===== src/sv/assert_macros.svh =====
// Assertion macros shared by the camera-view RTL.
// No dependencies; the clock and reset are taken as clk_i and rst_ni in the using scope.
`ifndef ASSERT_MACROS_SVH
`define ASSERT_MACROS_SVH
`ifndef SYNTHESIS
`define ASSERT_AT(lbl, prop) \
  lbl: assert property (@(posedge clk_i) disable iff (!rst_ni) prop) \
    else $error("assertion failed");
`define ASSERT_NEVER(lbl, expr) \
  lbl: assert property (@(posedge clk_i) disable iff (!rst_ni) !(expr)) \
    else $error("forbidden condition seen");
`else
`define ASSERT_AT(lbl, prop)
`define ASSERT_NEVER(lbl, expr)
`endif
`endif


===== src/sv/fcvu_pkg.sv =====
// Shared types, constants and tables for the camera view update core.
// No dependencies.
`timescale 1ns / 1ps
package fcvu_pkg;

  // angles in units of 2^-16 degree
  localparam logic signed [25:0] DEG_90      = 26'sd5898240;
  localparam logic signed [25:0] DEG_180     = 26'sd11796480;
  localparam logic signed [25:0] YAW_RESET   = -26'sd5898240;
  localparam logic signed [35:0] PITCH_MAX   = 36'sd5242880;
  localparam logic signed [36:0] YAW_BIAS    = 37'sd11796480;
  localparam logic signed [36:0] DEG_360_W   = 37'sd23592960;
  localparam logic signed [36:0] DEG_360_K   = 37'sd24159191040; // 360 deg * 1024
  localparam logic signed [33:0] CORDIC_K    = 34'sd652032874;
  localparam logic        [3:0]  CORDIC_LAST = 4'd15;
  localparam logic        [3:0]  YAW_MOD_TOP = 4'd10;
  localparam logic signed [53:0] POS_MAX     = 54'sd140737488355327;
  localparam logic signed [53:0] POS_MIN     = -54'sd140737488355328;

  localparam logic [1:0] CFG_SPEED_LEVEL = 2'd0;
  localparam logic [1:0] CFG_SPACE_MODE  = 2'd1;
  localparam logic [1:0] CFG_CENTER_X    = 2'd2;
  localparam logic [1:0] CFG_CENTER_Y    = 2'd3;

  typedef enum logic [3:0] {
    OP_NONE, OP_CAPTURE, OP_TURN, OP_YAW_PREP, OP_YAW_MOD, OP_PITCH,
    OP_C_INIT, OP_C_ITER, OP_C_DONE, OP_PROD, OP_SPEED, OP_DSTEP,
    OP_MOVE, OP_TRANS, OP_FINAL
  } dp_op_e;

  typedef enum logic [3:0] {
    S_IDLE, S_TURN, S_YAW_PREP, S_YAW_MOD, S_PITCH, S_C_INIT, S_C_ITER,
    S_C_DONE, S_PROD, S_SPEED, S_DSTEP, S_MOVE, S_TRANS, S_FINAL, S_OUT
  } ctl_state_e;

  typedef struct packed {
    dp_op_e     op;
    logic [3:0] step;
    logic [1:0] comp;
  } dp_cmd_t;

  // input beat, last field in the low bits
  typedef struct packed {
    logic [7:0]  turbo_factor;
    logic        move_right;
    logic        move_left;
    logic        move_backward;
    logic        move_forward;
    logic        first_frame;
    logic [15:0] frame_time;
    logic [11:0] mouse_y;
    logic [11:0] mouse_x;
  } in_item_t;

  // result beat, last field in the low bits
  typedef struct packed {
    logic signed [47:0] trans_z;
    logic signed [47:0] trans_y;
    logic signed [47:0] trans_x;
    logic signed [15:0] neg_fwd_z;
    logic signed [15:0] neg_fwd_y;
    logic signed [15:0] neg_fwd_x;
    logic signed [15:0] up_z;
    logic signed [15:0] up_y;
    logic signed [15:0] up_x;
    logic signed [15:0] right_z;
    logic signed [15:0] right_x;
  } result_t;

  function automatic logic [22:0] atan_lut(input logic [3:0] i);
    logic [22:0] v;
    case (i)
      4'd0:    v = 23'd2949120;
      4'd1:    v = 23'd1740967;
      4'd2:    v = 23'd919879;
      4'd3:    v = 23'd466945;
      4'd4:    v = 23'd234379;
      4'd5:    v = 23'd117304;
      4'd6:    v = 23'd58666;
      4'd7:    v = 23'd29335;
      4'd8:    v = 23'd14668;
      4'd9:    v = 23'd7334;
      4'd10:   v = 23'd3667;
      4'd11:   v = 23'd1833;
      4'd12:   v = 23'd917;
      4'd13:   v = 23'd458;
      4'd14:   v = 23'd229;
      default: v = 23'd115;
    endcase
    return v;
  endfunction

  // integer part of the speed in units per second
  function automatic logic [25:0] speed_int(input logic [3:0] lvl, input logic space);
    logic [25:0] v;
    if (space) begin
      case (lvl)
        4'd0:    v = 26'd200;
        4'd1:    v = 26'd4000;
        4'd2:    v = 26'd8000;
        4'd3:    v = 26'd16000;
        4'd4:    v = 26'd64000;
        4'd5:    v = 26'd256000;
        4'd6:    v = 26'd1024000;
        4'd7:    v = 26'd4096000;
        4'd8:    v = 26'd16384000;
        4'd9:    v = 26'd64384000;
        default: v = 26'd8000;
      endcase
    end else begin
      case (lvl)
        4'd0:    v = 26'd0;
        4'd1:    v = 26'd1;
        4'd2:    v = 26'd2;
        4'd3:    v = 26'd4;
        4'd4:    v = 26'd8;
        4'd5:    v = 26'd16;
        4'd6:    v = 26'd32;
        4'd7:    v = 26'd64;
        4'd8:    v = 26'd128;
        4'd9:    v = 26'd256;
        default: v = 26'd1;
      endcase
    end
    return v;
  endfunction

  // fractional part, Q0.16; only the slowest ground speed has one
  function automatic logic [12:0] speed_frac(input logic [3:0] lvl, input logic space);
    return (!space && lvl == 4'd0) ? 13'd6554 : 13'd0;
  endfunction

endpackage


===== src/sv/fcvu_ctrl.sv =====
// Sequencer for the camera view update: steps the datapath through one frame.
// Depends on fcvu_pkg and assert_macros.svh.
`timescale 1ns / 1ps
`include "assert_macros.svh"
module fcvu_ctrl (
  input  logic               clk_i,
  input  logic               rst_ni,
  input  logic               in_valid_i,
  output logic               in_ready_o,
  input  logic               out_free_i,
  output logic               out_load_o,
  output fcvu_pkg::dp_cmd_t  cmd_o
);

  fcvu_pkg::ctl_state_e state_q, state_d;
  logic [3:0] cnt_q, cnt_d;
  logic [1:0] comp_q, comp_d;
  logic       sel_q, sel_d;

  always_ff @(posedge clk_i or negedge rst_ni) begin
    if (!rst_ni) begin
      state_q <= fcvu_pkg::S_IDLE;
      cnt_q   <= '0;
      comp_q  <= '0;
      sel_q   <= 1'b0;
    end else begin
      state_q <= state_d;
      cnt_q   <= cnt_d;
      comp_q  <= comp_d;
      sel_q   <= sel_d;
    end
  end

  // next state and counters
  always_comb begin
    state_d = state_q;
    cnt_d   = cnt_q;
    comp_d  = comp_q;
    sel_d   = sel_q;
    case (state_q)
      fcvu_pkg::S_IDLE: begin
        if (in_valid_i) state_d = fcvu_pkg::S_TURN;
      end
      fcvu_pkg::S_TURN: state_d = fcvu_pkg::S_YAW_PREP;
      fcvu_pkg::S_YAW_PREP: begin
        state_d = fcvu_pkg::S_YAW_MOD;
        cnt_d   = fcvu_pkg::YAW_MOD_TOP;
      end
      fcvu_pkg::S_YAW_MOD: begin
        if (cnt_q == '0) state_d = fcvu_pkg::S_PITCH;
        else cnt_d = cnt_q - 4'd1;
      end
      fcvu_pkg::S_PITCH: begin
        state_d = fcvu_pkg::S_C_INIT;
        sel_d   = 1'b0;
      end
      fcvu_pkg::S_C_INIT: begin
        state_d = fcvu_pkg::S_C_ITER;
        cnt_d   = '0;
      end
      fcvu_pkg::S_C_ITER: begin
        if (cnt_q == fcvu_pkg::CORDIC_LAST) state_d = fcvu_pkg::S_C_DONE;
        else cnt_d = cnt_q + 4'd1;
      end
      fcvu_pkg::S_C_DONE: begin
        if (!sel_q) begin
          sel_d   = 1'b1;
          state_d = fcvu_pkg::S_C_INIT;
        end else begin
          state_d = fcvu_pkg::S_PROD;
          cnt_d   = '0;
        end
      end
      fcvu_pkg::S_PROD: begin
        if (cnt_q == 4'd3) state_d = fcvu_pkg::S_SPEED;
        else cnt_d = cnt_q + 4'd1;
      end
      fcvu_pkg::S_SPEED: state_d = fcvu_pkg::S_DSTEP;
      fcvu_pkg::S_DSTEP: begin
        state_d = fcvu_pkg::S_MOVE;
        cnt_d   = '0;
        comp_d  = '0;
      end
      fcvu_pkg::S_MOVE: begin
        if (comp_q == 2'd2) begin
          comp_d = '0;
          if (cnt_q == 4'd3) begin
            state_d = fcvu_pkg::S_TRANS;
            cnt_d   = '0;
          end else begin
            cnt_d = cnt_q + 4'd1;
          end
        end else begin
          comp_d = comp_q + 2'd1;
        end
      end
      fcvu_pkg::S_TRANS: begin
        if (comp_q == 2'd2) begin
          comp_d = '0;
          if (cnt_q == 4'd2) begin
            state_d = fcvu_pkg::S_FINAL;
            cnt_d   = '0;
          end else begin
            cnt_d = cnt_q + 4'd1;
          end
        end else begin
          comp_d = comp_q + 2'd1;
        end
      end
      fcvu_pkg::S_FINAL: begin
        if (cnt_q == 4'd2) state_d = fcvu_pkg::S_OUT;
        else cnt_d = cnt_q + 4'd1;
      end
      fcvu_pkg::S_OUT: begin
        if (out_free_i) state_d = fcvu_pkg::S_IDLE;
      end
      default: state_d = fcvu_pkg::S_IDLE;
    endcase
  end

  // commands
  always_comb begin
    in_ready_o   = 1'b0;
    out_load_o   = 1'b0;
    cmd_o.op     = fcvu_pkg::OP_NONE;
    cmd_o.step   = cnt_q;
    cmd_o.comp   = comp_q;
    case (state_q)
      fcvu_pkg::S_IDLE: begin
        in_ready_o = 1'b1;
        if (in_valid_i) cmd_o.op = fcvu_pkg::OP_CAPTURE;
      end
      fcvu_pkg::S_TURN:     cmd_o.op = fcvu_pkg::OP_TURN;
      fcvu_pkg::S_YAW_PREP: cmd_o.op = fcvu_pkg::OP_YAW_PREP;
      fcvu_pkg::S_YAW_MOD:  cmd_o.op = fcvu_pkg::OP_YAW_MOD;
      fcvu_pkg::S_PITCH:    cmd_o.op = fcvu_pkg::OP_PITCH;
      fcvu_pkg::S_C_INIT: begin
        cmd_o.op   = fcvu_pkg::OP_C_INIT;
        cmd_o.comp = {1'b0, sel_q};
      end
      fcvu_pkg::S_C_ITER:   cmd_o.op = fcvu_pkg::OP_C_ITER;
      fcvu_pkg::S_C_DONE: begin
        cmd_o.op   = fcvu_pkg::OP_C_DONE;
        cmd_o.comp = {1'b0, sel_q};
      end
      fcvu_pkg::S_PROD:     cmd_o.op = fcvu_pkg::OP_PROD;
      fcvu_pkg::S_SPEED:    cmd_o.op = fcvu_pkg::OP_SPEED;
      fcvu_pkg::S_DSTEP:    cmd_o.op = fcvu_pkg::OP_DSTEP;
      fcvu_pkg::S_MOVE:     cmd_o.op = fcvu_pkg::OP_MOVE;
      fcvu_pkg::S_TRANS:    cmd_o.op = fcvu_pkg::OP_TRANS;
      fcvu_pkg::S_FINAL:    cmd_o.op = fcvu_pkg::OP_FINAL;
      fcvu_pkg::S_OUT:      out_load_o = out_free_i;
      default:              cmd_o.op = fcvu_pkg::OP_NONE;
    endcase
  end

  `ASSERT_AT(a_accept_starts, (in_valid_i && in_ready_o) |=> state_q == fcvu_pkg::S_TURN)
  `ASSERT_NEVER(a_load_while_ready, in_ready_o && out_load_o)
  `ASSERT_AT(a_load_to_idle, out_load_o |=> state_q == fcvu_pkg::S_IDLE)
endmodule


===== config.mk =====
export PLATFORM = sky130hd
export DESIGN_NAME = fcvu_ctrl
export DESIGN_NICKNAME = d
export VERILOG_FILES = /design/src/sv/fcvu_pkg.sv /design/src/sv/fcvu_ctrl.sv
export VERILOG_INCLUDE_DIRS = /design/src /design/src/sv
export SDC_FILE = /design/constraint.sdc
export NUM_CORES = 1
export LEC_CHECK = 0
export BUFFER_PORTS_ARGS = -buffer_cell sky130_fd_sc_hd__buf_4
export CAP_MARGIN = 20
export CORE_MARGIN = 2
export CORE_UTILIZATION = 45
export CTS_BUF_LIST = sky130_fd_sc_hd__clkbuf_4
export DETAILED_ROUTE_END_ITERATION = 8
export GPL_TIMING_DRIVEN = 0
export HOLD_SLACK_MARGIN = 0.06
export PLACE_DENSITY = 0.72
export SETUP_SLACK_MARGIN = 0.15
export SLEW_MARGIN = 0
export SYNTH_ARGS = -nofsm -noshare
export SYNTH_HDL_FRONTEND = slang
export SYNTH_SLANG_ARGS = --single-unit

===== constraint.sdc =====
create_clock -name clk_i -period 3.1 [get_ports clk_i]
set_clock_uncertainty 0.2 [all_clocks]
set_input_delay 0.62 -clock clk_i [delete_from_list [all_inputs] [get_ports clk_i]]
set_output_delay 0.62 -clock clk_i [all_outputs]
set_load 0.02 [all_outputs]

After elaboration in Yosys (flattened, before gate mapping) --
Index checks and enable logic that the tools add are counted.
Storage, ports and cells: bits of input ports 4, output and inout port bits 12, word-level logic and storage cells 80, register bits after elaboration 11
Cells by class: $add $sub $neg 3, equal/unequal tests 33, reductions and logical operators 10, mux-type cells 30
Operators by type and width (number):
- 4-bit two-way mux | 20
- 4-bit case mux with 15 select lines | 1
- 4-bit case mux with 14 select lines | 1
- 4-bit case mux with 9 select lines | 1
- 4-bit == test (second input constant) | 8
- 2-bit inequality test (second input constant) | 15
- 4-bit by 2-bit == test with 1-bit output (second input constant) | 4
- 4-bit by 3-bit == test with 1-bit output (second input constant) | 4
- 10-bit AND reduction | 1
- 9-bit nonzero test | 1
- 4-bit logical NOT | 2
- 8-bit AND reduction | 1
- 2-bit OR reduction | 3
- 4-bit by 1-bit adder with 4-bit output (second input constant) | 1
- 4-bit by 1-bit == test with 1-bit output (second input constant) | 1
- 2-bit two-way mux | 2
- 2-bit case mux with 2 select lines | 1
- 2-bit nonzero test | 2
- 4-bit by 1-bit subtractor with 4-bit output (second input constant) | 1
- 1-bit two-way mux | 3
- 2-bit by 1-bit adder with 2-bit output (second input constant) | 1
- 2-bit == test (second input constant) | 1
- 1-bit case mux with 2 select lines | 1

Longest topological paths before layout --
Gate-level depths: netlist (run 1).
word-level depth 4, gate-level depth with buffers 7, gate-level depth less buffers 7

Worst setup path before layout (run 1) --
Ideal clock, no wire load.
path kind register -> output, start point register state_q[3], end point output cmd_o[0] in the netlist's numbering, path buffers 3, setup slack 0.556 ns, stages on the path, launching flop included 6, required time 2.280 ns, arrival 1.724 ns, cells stage by stage dfrtp_1 buf_2 clkbuf_1 clkbuf_1 or3_1 o21ai_0
RTL lines:
- start, declared | line fcvu_ctrl.sv:15 | fcvu_pkg::ctl_state_e state_q, state_d;
- start signal, assigned | line fcvu_ctrl.sv:22 | state_q <= fcvu_pkg::S_IDLE;
- start signal, assigned | line fcvu_ctrl.sv:27 | state_q <= state_d;
- end, declared | line fcvu_ctrl.sv:12 | output fcvu_pkg::dp_cmd_t cmd_o

==> flow_summary.yaml, run 1 <==
timing:
  rsz0062_at_grt: "no"
  fin_crit_ns: 2.79
  drv_slew: 0
  fmax_mhz: 358
  max_slew.worst_pin.slew_ns: 0.788
  hold_viol: 0
  slew_headroom: 0.467
  setup_viol: 0
  period_share: 0.901
  setup_tns_ns: 0
synth:
  yosysSeqAreaShare: 0.250
  ys.flop_type: "dfrtp_1"
  synth-xor-area-share: 0.00795
  ys_seq_elements: 11
  synthAdderAreaFrac: 0.0454
  synth_nets: 152
  async_reset_ff_frac: 1.00
  synth.distinct_cells: 47
  synth_top_area_frac: 0.250
  synth_top_cells_by_area: "dfrtp_1 25%, o21ai_0 5.4%, nand2_1 5.1%"
  synth_mux_area_frac: 0.00908
  avgSynthCellArea_um2: 7.65
  synth_area_leader_cell: "dfrtp_1"
  yosys.area_share.simple: 0.320
  yosysMostFrequentCell: "nand2_1"
  synth_common_cells: "15 x nand2_1, 12 x o21ai_0, 11 x dfrtp_1, 10 x nor2_1, 8 x inv_1"
  synth_cells: 144
  synth_top_family_by_area: "simple AND/OR/NAND/NOR gates"
  synth_compound_area_frac: 0.286
  synth_edf_count: 0
  syn_area_um2: 1100
  yosys_warnings: 0
cts:
  cts.sinks: 11
  clkLatencyLatePin_ns: 0.27
  cts_tree: "done"
  path_clk_slew_ns: 0.07
  clock_path_buffers: 2
  ctsRootBufferMaster: "clkbuf_4"
  cts.htree.levels: 1
  cts_buffers: 3
place:
  gp_congestion: 0.912
  place_inst: 187
  numPortBuffers: 15
  place_area_um2: 1250
  dpl.hpwl_mm: 2.25
detailed_routing:
  drt-total-wl_mm: 3.07
  drc: 0
  via_per_inst: 6.53
  postRouteAntennaNets: 0
  drtPass1Iterations: 4
  routedWlPerCell_um: 16.0
  drt_iter0_markers: 79
  vias: 1254
grt:
  grt.total_usage: 0.235
  grt_max_degree: 12
  grt_pass1_vias: 1066
  grt_pass1_wl_mm: 4.89
  antenna_found_initial: 0
  overflow: 0
final_layout:
  final_util: 0.573
  syn_to_final_growth_pct: 17.1
  fill_cells: 220
  layout.nets: 173
  antenna_cells: 0
  drive_gt1_frac: 0.177
  stdcell_area_um2: 1290
  final_cells: 192
setup_path:
  crit_path_cell_trace: "buf_2 > clkbuf_1 > buf_2 > or3_1 > o21ai_0 > buf_4"
  startpoint_type: "flop"
  crit_type: "flop to output port"
  arrival_ns: 1.97
  max_stage_delay_ns: 0.38
  cp-endpoint: "cmd_o[0]"
  slowest_stage: "or3_1"
  reg2reg_slack_ns: 0.56
  required_ns: 2.28
  critical_path.most_common_cell: "buf_2"
  crit_fanout: 10
  r2r_start: "cnt_q[1]"
  startpoint: "state_q[3]"
  end_kind: "output port"
  r2r_cells: 6
  timing.rr.end: "state_q[2]"
status:
  status: "complete, no violations"
hold_path:
  hold_class: "flop to flop"
flow_run:
  maxCapViolations: 0
die:
  die_y_um: 53.5
  std_cell_rows: 17
  floorplan.initialDensity: 0.489
  ioPinCount: 16
  die_area_um2: 2860
  coreArea_um2: 2250
  die_x_um: 53.5
==> cells by family after synthesis <==
logic type | after synthesis
buffers and inverters | 21
AO/OA/AOI/OAI | 44
adder cells (fa/ha/maj) | 4
flip-flops | 11
XOR/XNOR | 1
AND/OR/NAND/NOR | 62
multiplexers | 1
==> per-stage QoR <==
step	hold slack (ns)	setup WS (ns)
floorplan	0.124	0.556
global placement	0.260	0.579
detailed placement	0.263	0.528
CTS	0.420	0.243
global route	0.443	0.156
finish	0.432	0.306
==> worst max-delay path: cells and delay by family, from the launching register on <==
family / cells / cell delay [ns]
buffers and inverters: 4 / 0.78
AND/OR/NAND/NOR: 1 / 0.38
flip-flops: 1 / 0.36
AO/OA/AOI/OAI: 1 / 0.18
==> state kept, by name, summed over array words and instances, names as in the netlist <==
register  count
cnt_q         4
state_q       4
comp_q        2
sel_q         1
==> area by class of cell <==
cell class                 instances  area [µm²]  share of cell area
buffer                            13        61.3              0.0475
clock buffer                       4        30.0              0.0233
inverter                           8        30.0              0.0233
multi-input combinational        112         737               0.571
sequential                        11         275               0.213
tap                               28        35.0              0.0271
timing repair buffer              16         123              0.0950
==> timing repair <==
item,in CTS,in global routing
endpoints found under the setup margin,0,3
gates resized for setup,0,3
setup buffers,0,0
hold buffers,1,0
endpoints found under the hold margin,11,0
==> layout by cell type (no fill, tap or decap), drive strengths merged, types with 2 or more instances in the layout <==
cell type	count
nor2b	2
o21ai	12
o32a	3
nor4bb	3
and2	2
a211oi	2
nand3	2
buf	24
a211o	3
clkbuf	8
a221o	2
nand2b	2
nand2	16
a32oi	2
nor2	10
o221ai	4
nor3b	6
ha	4
o22ai	2
o31ai	3
nor3	7
inv	8
a21oi	5
dfrtp	11
==> routing by layer <==
metal  global-route usage  routed length [µm]  up-vias
li1                     -                   -      590
met1                0.339                1510      596
met2                0.360                1360       64
met3               0.0113                 168        4
met4               0.0983                  38        0
met5                    0                   0        -
==> worst min path at each step <==
| stage | start | endpoint | slack, ns | depth (start not counted) |
|---|---|---|---|---|
| 2_1_floorplan | rst_ni | cnt_q[0] | 0.12 | 0 |
| 3_3_place_gp | rst_ni | cnt_q[1] | 0.26 | 1 |
| 3_5_place_dp | rst_ni | cnt_q[3] | 0.26 | 1 |
| 4_1_cts | comp_q[1] | comp_q[1] | 0.42 | 1 |
| 5_1_grt | sel_q | sel_q | 0.44 | 2 |
| 6_report | comp_q[1] | comp_q[1] | 0.43 | 1 |
Power of run 1 is left out: the tool's default activity adds up to more than one toggle a clock period on the data nets, which glitch-free logic cannot reach.
==> run 2, diff against run 1 <==
- RECOVER_POWER: not set -> 50
==> flow_summary.yaml, run 2 (synthesis gave the netlist of run 1 again) <==
status:
  status: "complete, no violations"
timing:
  setup_tns_ns: 0
  rsz0062_at_grt: "no"
  fin_crit_ns: 2.81
  max_slew.worst_pin.slew_ns: 0.751
  fmax_mhz: 356
  setup_viol: 0
  period_share: 0.906
  slew_headroom: 0.493
  finalWorstSetupSlack_ns: 0.293
  hold_viol: 0
  drv_slew: 0
setup_path:
  crit_type: "flop to output port"
  end_kind: "output port"
  crit_fanout: 10
  startpoint_type: "flop"
  arrival_ns: 1.99
  required_ns: 2.28
final_layout:
  reg_top3: "cnt_q x4, state_q x4, comp_q x2"
  layout_commonest_cell: "nand2_1"
  final_cells: 192
  layout_common_cells: "15 x nand2_1, 12 x o21ai_0, 11 x buf_4, 11 x dfrtp_1, 10 x nor2_1"
  drive_gt1_frac: 0.146
  layout.nets: 173
  antenna_cells: 0
  syn_to_final_growth_pct: 15.4
detailed_routing:
  drc: 0
  routedWlPerCell_um: 16.1
  drt_iter0_markers: 78
  via_per_inst: 6.51
  vias: 1249
  postRouteAntennaNets: 0
  drt-total-wl_mm: 3.08
  drtPass1Iterations: 4
place:
  gp_congestion: 0.912
  numPortBuffers: 15
  post-place-ws_ns: 0.528
  dpl.hpwl_mm: 2.25
  place_inst: 187
cts:
  cts_buffers: 3
  clock_path_buffers: 2
  path_clk_slew_ns: 0.07
  cts_tree: "done"
  cts.htree.levels: 1
  clkLatencyLatePin_ns: 0.27
  cts.sinks: 11
  ctsRootBufferMaster: "clkbuf_4"
grt:
  grt.total_usage: 0.235
  grt_max_degree: 12
  grt_pass1_wl_mm: 4.89
  overflow: 0
  grt_pass1_vias: 1066
  antenna_found_initial: 0
die:
  std_cell_rows: 17
  die_area_um2: 2860
  coreArea_um2: 2250
  die_y_um: 53.5
  die_x_um: 53.5
  ioPinCount: 16
  floorplan.initialDensity: 0.489
flow_run:
  maxCapViolations: 0
hold_path:
  hold_class: "flop to flop"
[run 2: per-layer routing]
layer  GRT usage  routed length (µm)  vias up
met2       0.360                1360       65
met3      0.0113                 190        4
met4      0.0983                  38        0
li1            -                   -      587
met1       0.339                1490      593
met5           0                   0        -
[run 2: worst paths after layout]
| kind | from | end | slack (ns) | cells past startpoint |
|---|---|---|---|---|
| min in group asynchronous | rst_ni | cnt_q[2] | 0.65 | 2 |
| max | state_q[3] | cmd_o[0] | 0.29 | 6 |
| min reg2reg | sel_q | sel_q | 0.43 | 2 |
| max reg2reg | cnt_q[1] | state_q[2] | 0.58 | 6 |
| min | sel_q | sel_q | 0.43 | 2 |
| max in group asynchronous | rst_ni | state_q[3] | 1.67 | 2 |
[run 2: area by class of cell]
cell class / instances / area (µm²)
Clock buffer: 4 / 30.0
Fill cell: 228 / 982
Multi-Input combinational cell: 112 / 737
Tap cell: 28 / 35.0
Inverter: 8 / 30.0
Sequential cell: 11 / 275
Buffer: 13 / 61.3
Timing Repair Buffer: 16 / 104
[run 2: critical path, cell delays in order (launching register included)]
cell and delay [ns]:
dfrtp_1 0.36, buf_2 0.17, clkbuf_1 0.22, buf_2 0.24, or3_1 0.38, o21ai_0 0.18, buf_4 0.17
[run 2: timing repair]
action,CTS,global route
endpoints found under the setup margin,0,3
gates resized for setup,0,3
buffers inserted,0,0
hold endpoints to repair,11,0
hold buffers,1,0
[run 2: through the flow]
step	util	cell area [µm²]	hold WS [ns]
finish	0.564	1270	0.432
global route	0.564	1270	0.443
CTS	0.572	1290	0.420
detailed placement	0.554	1250	0.263
global placement	0.554	1250	0.260
floorplan	-	1100	0.124
Power of run 2 is left out for the same reason.
==> run 3, diff against run 2 <==
- CORE_UTILIZATION: 45 -> 40
- PLACE_DENSITY: 0.72 -> 0.66
==> flow_summary.yaml, run 3 (synthesis gave the netlist of run 1 again) <==
cts:
  cts.sinks: 11
  path_clk_slew_ns: 0.09
  clkLatencyLatePin_ns: 0.28
  clock_path_buffers: 2
  ctsRootBufferMaster: "clkbuf_4"
  cts_tree: "done"
  cts.htree.levels: 1
  cts_buffers: 3
place:
  dpl.hpwl_mm: 2.28
  gp_congestion: 0.837
  numPortBuffers: 15
hold_path:
  hold_class: "flop to flop"
setup_path:
  crit_fanout: 10
  reg2reg_slack_ns: 0.44
  required_ns: 2.28
  crit_path_cell_trace: "buf_2 > clkbuf_1 > clkbuf_1 > or3_1 > o21ai_0 > buf_4"
  cp_num_cells: 6
  critical_path.top_delay_family: "buffers and inverters"
  startpoint: "state_q[3]"
  timing.rr.end: "cnt_q[3]"
  crit_type: "flop to output port"
  arrival_ns: 2.03
  end_kind: "output port"
  startpoint_type: "flop"
  cp-endpoint: "cmd_o[0]"
  slowest_stage: "or3_1"
  max_stage_delay_ns: 0.42
  critPathBufInv: 4
  critical_path.most_common_cell: "clkbuf_1"
  r2r_cells: 7
  r2r_start: "cnt_q[0]"
timing:
  rsz0062_at_grt: "no"
  max_slew.worst_pin.slew_ns: 0.768
  hold_viol: 0
  period_share: 0.920
  fin_crit_ns: 2.85
  slew_headroom: 0.480
  setup_viol: 0
  drv_slew: 0
  setup_tns_ns: 0
  fmax_mhz: 351
grt:
  grt-busiest-layer: "met2"
  grt_use_met3: 0.0461
  antenna_found_initial: 0
  grt.met2_usage: 0.332
  met1_usage: 0.251
  overflow: 0
  grt_pass1_vias: 1113
  grt.total_usage: 0.200
  grt_pass1_wl_mm: 5.15
  grt_max_degree: 12
status:
  status: "complete, no violations"
die:
  die_y_um: 56.5
  floorplan.initialDensity: 0.410
  std_cell_rows: 19
  ioPinCount: 16
  die_area_um2: 3190
  die_x_um: 56.5
  coreArea_um2: 2690
final_layout:
  layout_commonest_cell: "nand2_1"
  layout.nets: 173
  syn_to_final_growth_pct: 15.4
  layout_common_cells: "15 x nand2_1, 12 x o21ai_0, 11 x buf_4, 11 x dfrtp_1"
  fill_cells: 288
  reg_top3: "cnt_q x4, state_q x4, comp_q x2"
  drive_gt1_frac: 0.140
  antenna_cells: 0
  final_util: 0.474
detailed_routing:
  drt-total-wl_mm: 3.07
  vias: 1193
  postRouteAntennaNets: 0
  drc: 0
  drt_iter0_markers: 25
  routedWlPerCell_um: 15.7
  via_per_inst: 6.12
  drtPass1Iterations: 4
flow_run:
  maxCapViolations: 0
==> run 3: cell types whose count changed in the layout (fill, tap and decap cells not counted) <==
cell	delta
buf_2	-1
clkbuf_1	+1
clkbuf_4	-1
clkinv_2	+1
==> run 3: final cells by class <==
cell class	count	area, µm²	area share
repair buffers	16	104	0.0816
multi-input cells	112	737	0.579
clock inverters	1	5.00	0.00393
inverters	8	30.0	0.0236
clock buffers	3	22.5	0.0177
flip-flops and latches	11	275	0.216
plain buffers	13	60.1	0.0472
well taps	31	38.8	0.0305
==> run 3: timing repair <==
item,4_1_cts,5_1_grt
setup buffers,0,0
gates resized for setup,0,2
hold buffers,1,0
endpoints found under the setup margin,0,2
hold endpoints to repair,11,0
==> run 3: worst min-delay path by stage <==
| stage | startpoint | endpoint | slack, ns | cells past startpoint |
|---|---|---|---|---|
| 2_1_floorplan | rst_ni | cnt_q[0] | 0.12 | 0 |
| 3_3_place_gp | rst_ni | cnt_q[1] | 0.27 | 1 |
| 3_5_place_dp | rst_ni | cnt_q[1] | 0.27 | 1 |
| 4_1_cts | sel_q | sel_q | 0.43 | 2 |
| 5_1_grt | sel_q | sel_q | 0.47 | 2 |
| 6_report | sel_q | sel_q | 0.43 | 2 |
==> run 3: stage by stage <==
stage	instances	worst slack (ns)	area, µm²	hold slack, ns
2_1_floorplan	144	0.556	1100	0.124
3_3_place_gp	190	0.551	1250	0.269
3_5_place_dp	190	0.459	1250	0.271
4_1_cts	195	0.252	1290	0.428
5_1_grt	195	0.0963	1270	0.472
6_report	195	0.248	1270	0.431
==> run 3: tightest hold or removal path: stages (launching register included) <==
cell and delay [ns]:
dfrtp_1 0.44, o21ai_0 0.10, nand2_1 0.05
==> run 3: layer usage <==
metal	up-vias	share of wire
met5	-	0
met4	0	0.027
met3	11	0.042
met2	34	0.48
met1	565	0.45
li1	583	-
Power of run 3 is left out for the same reason.
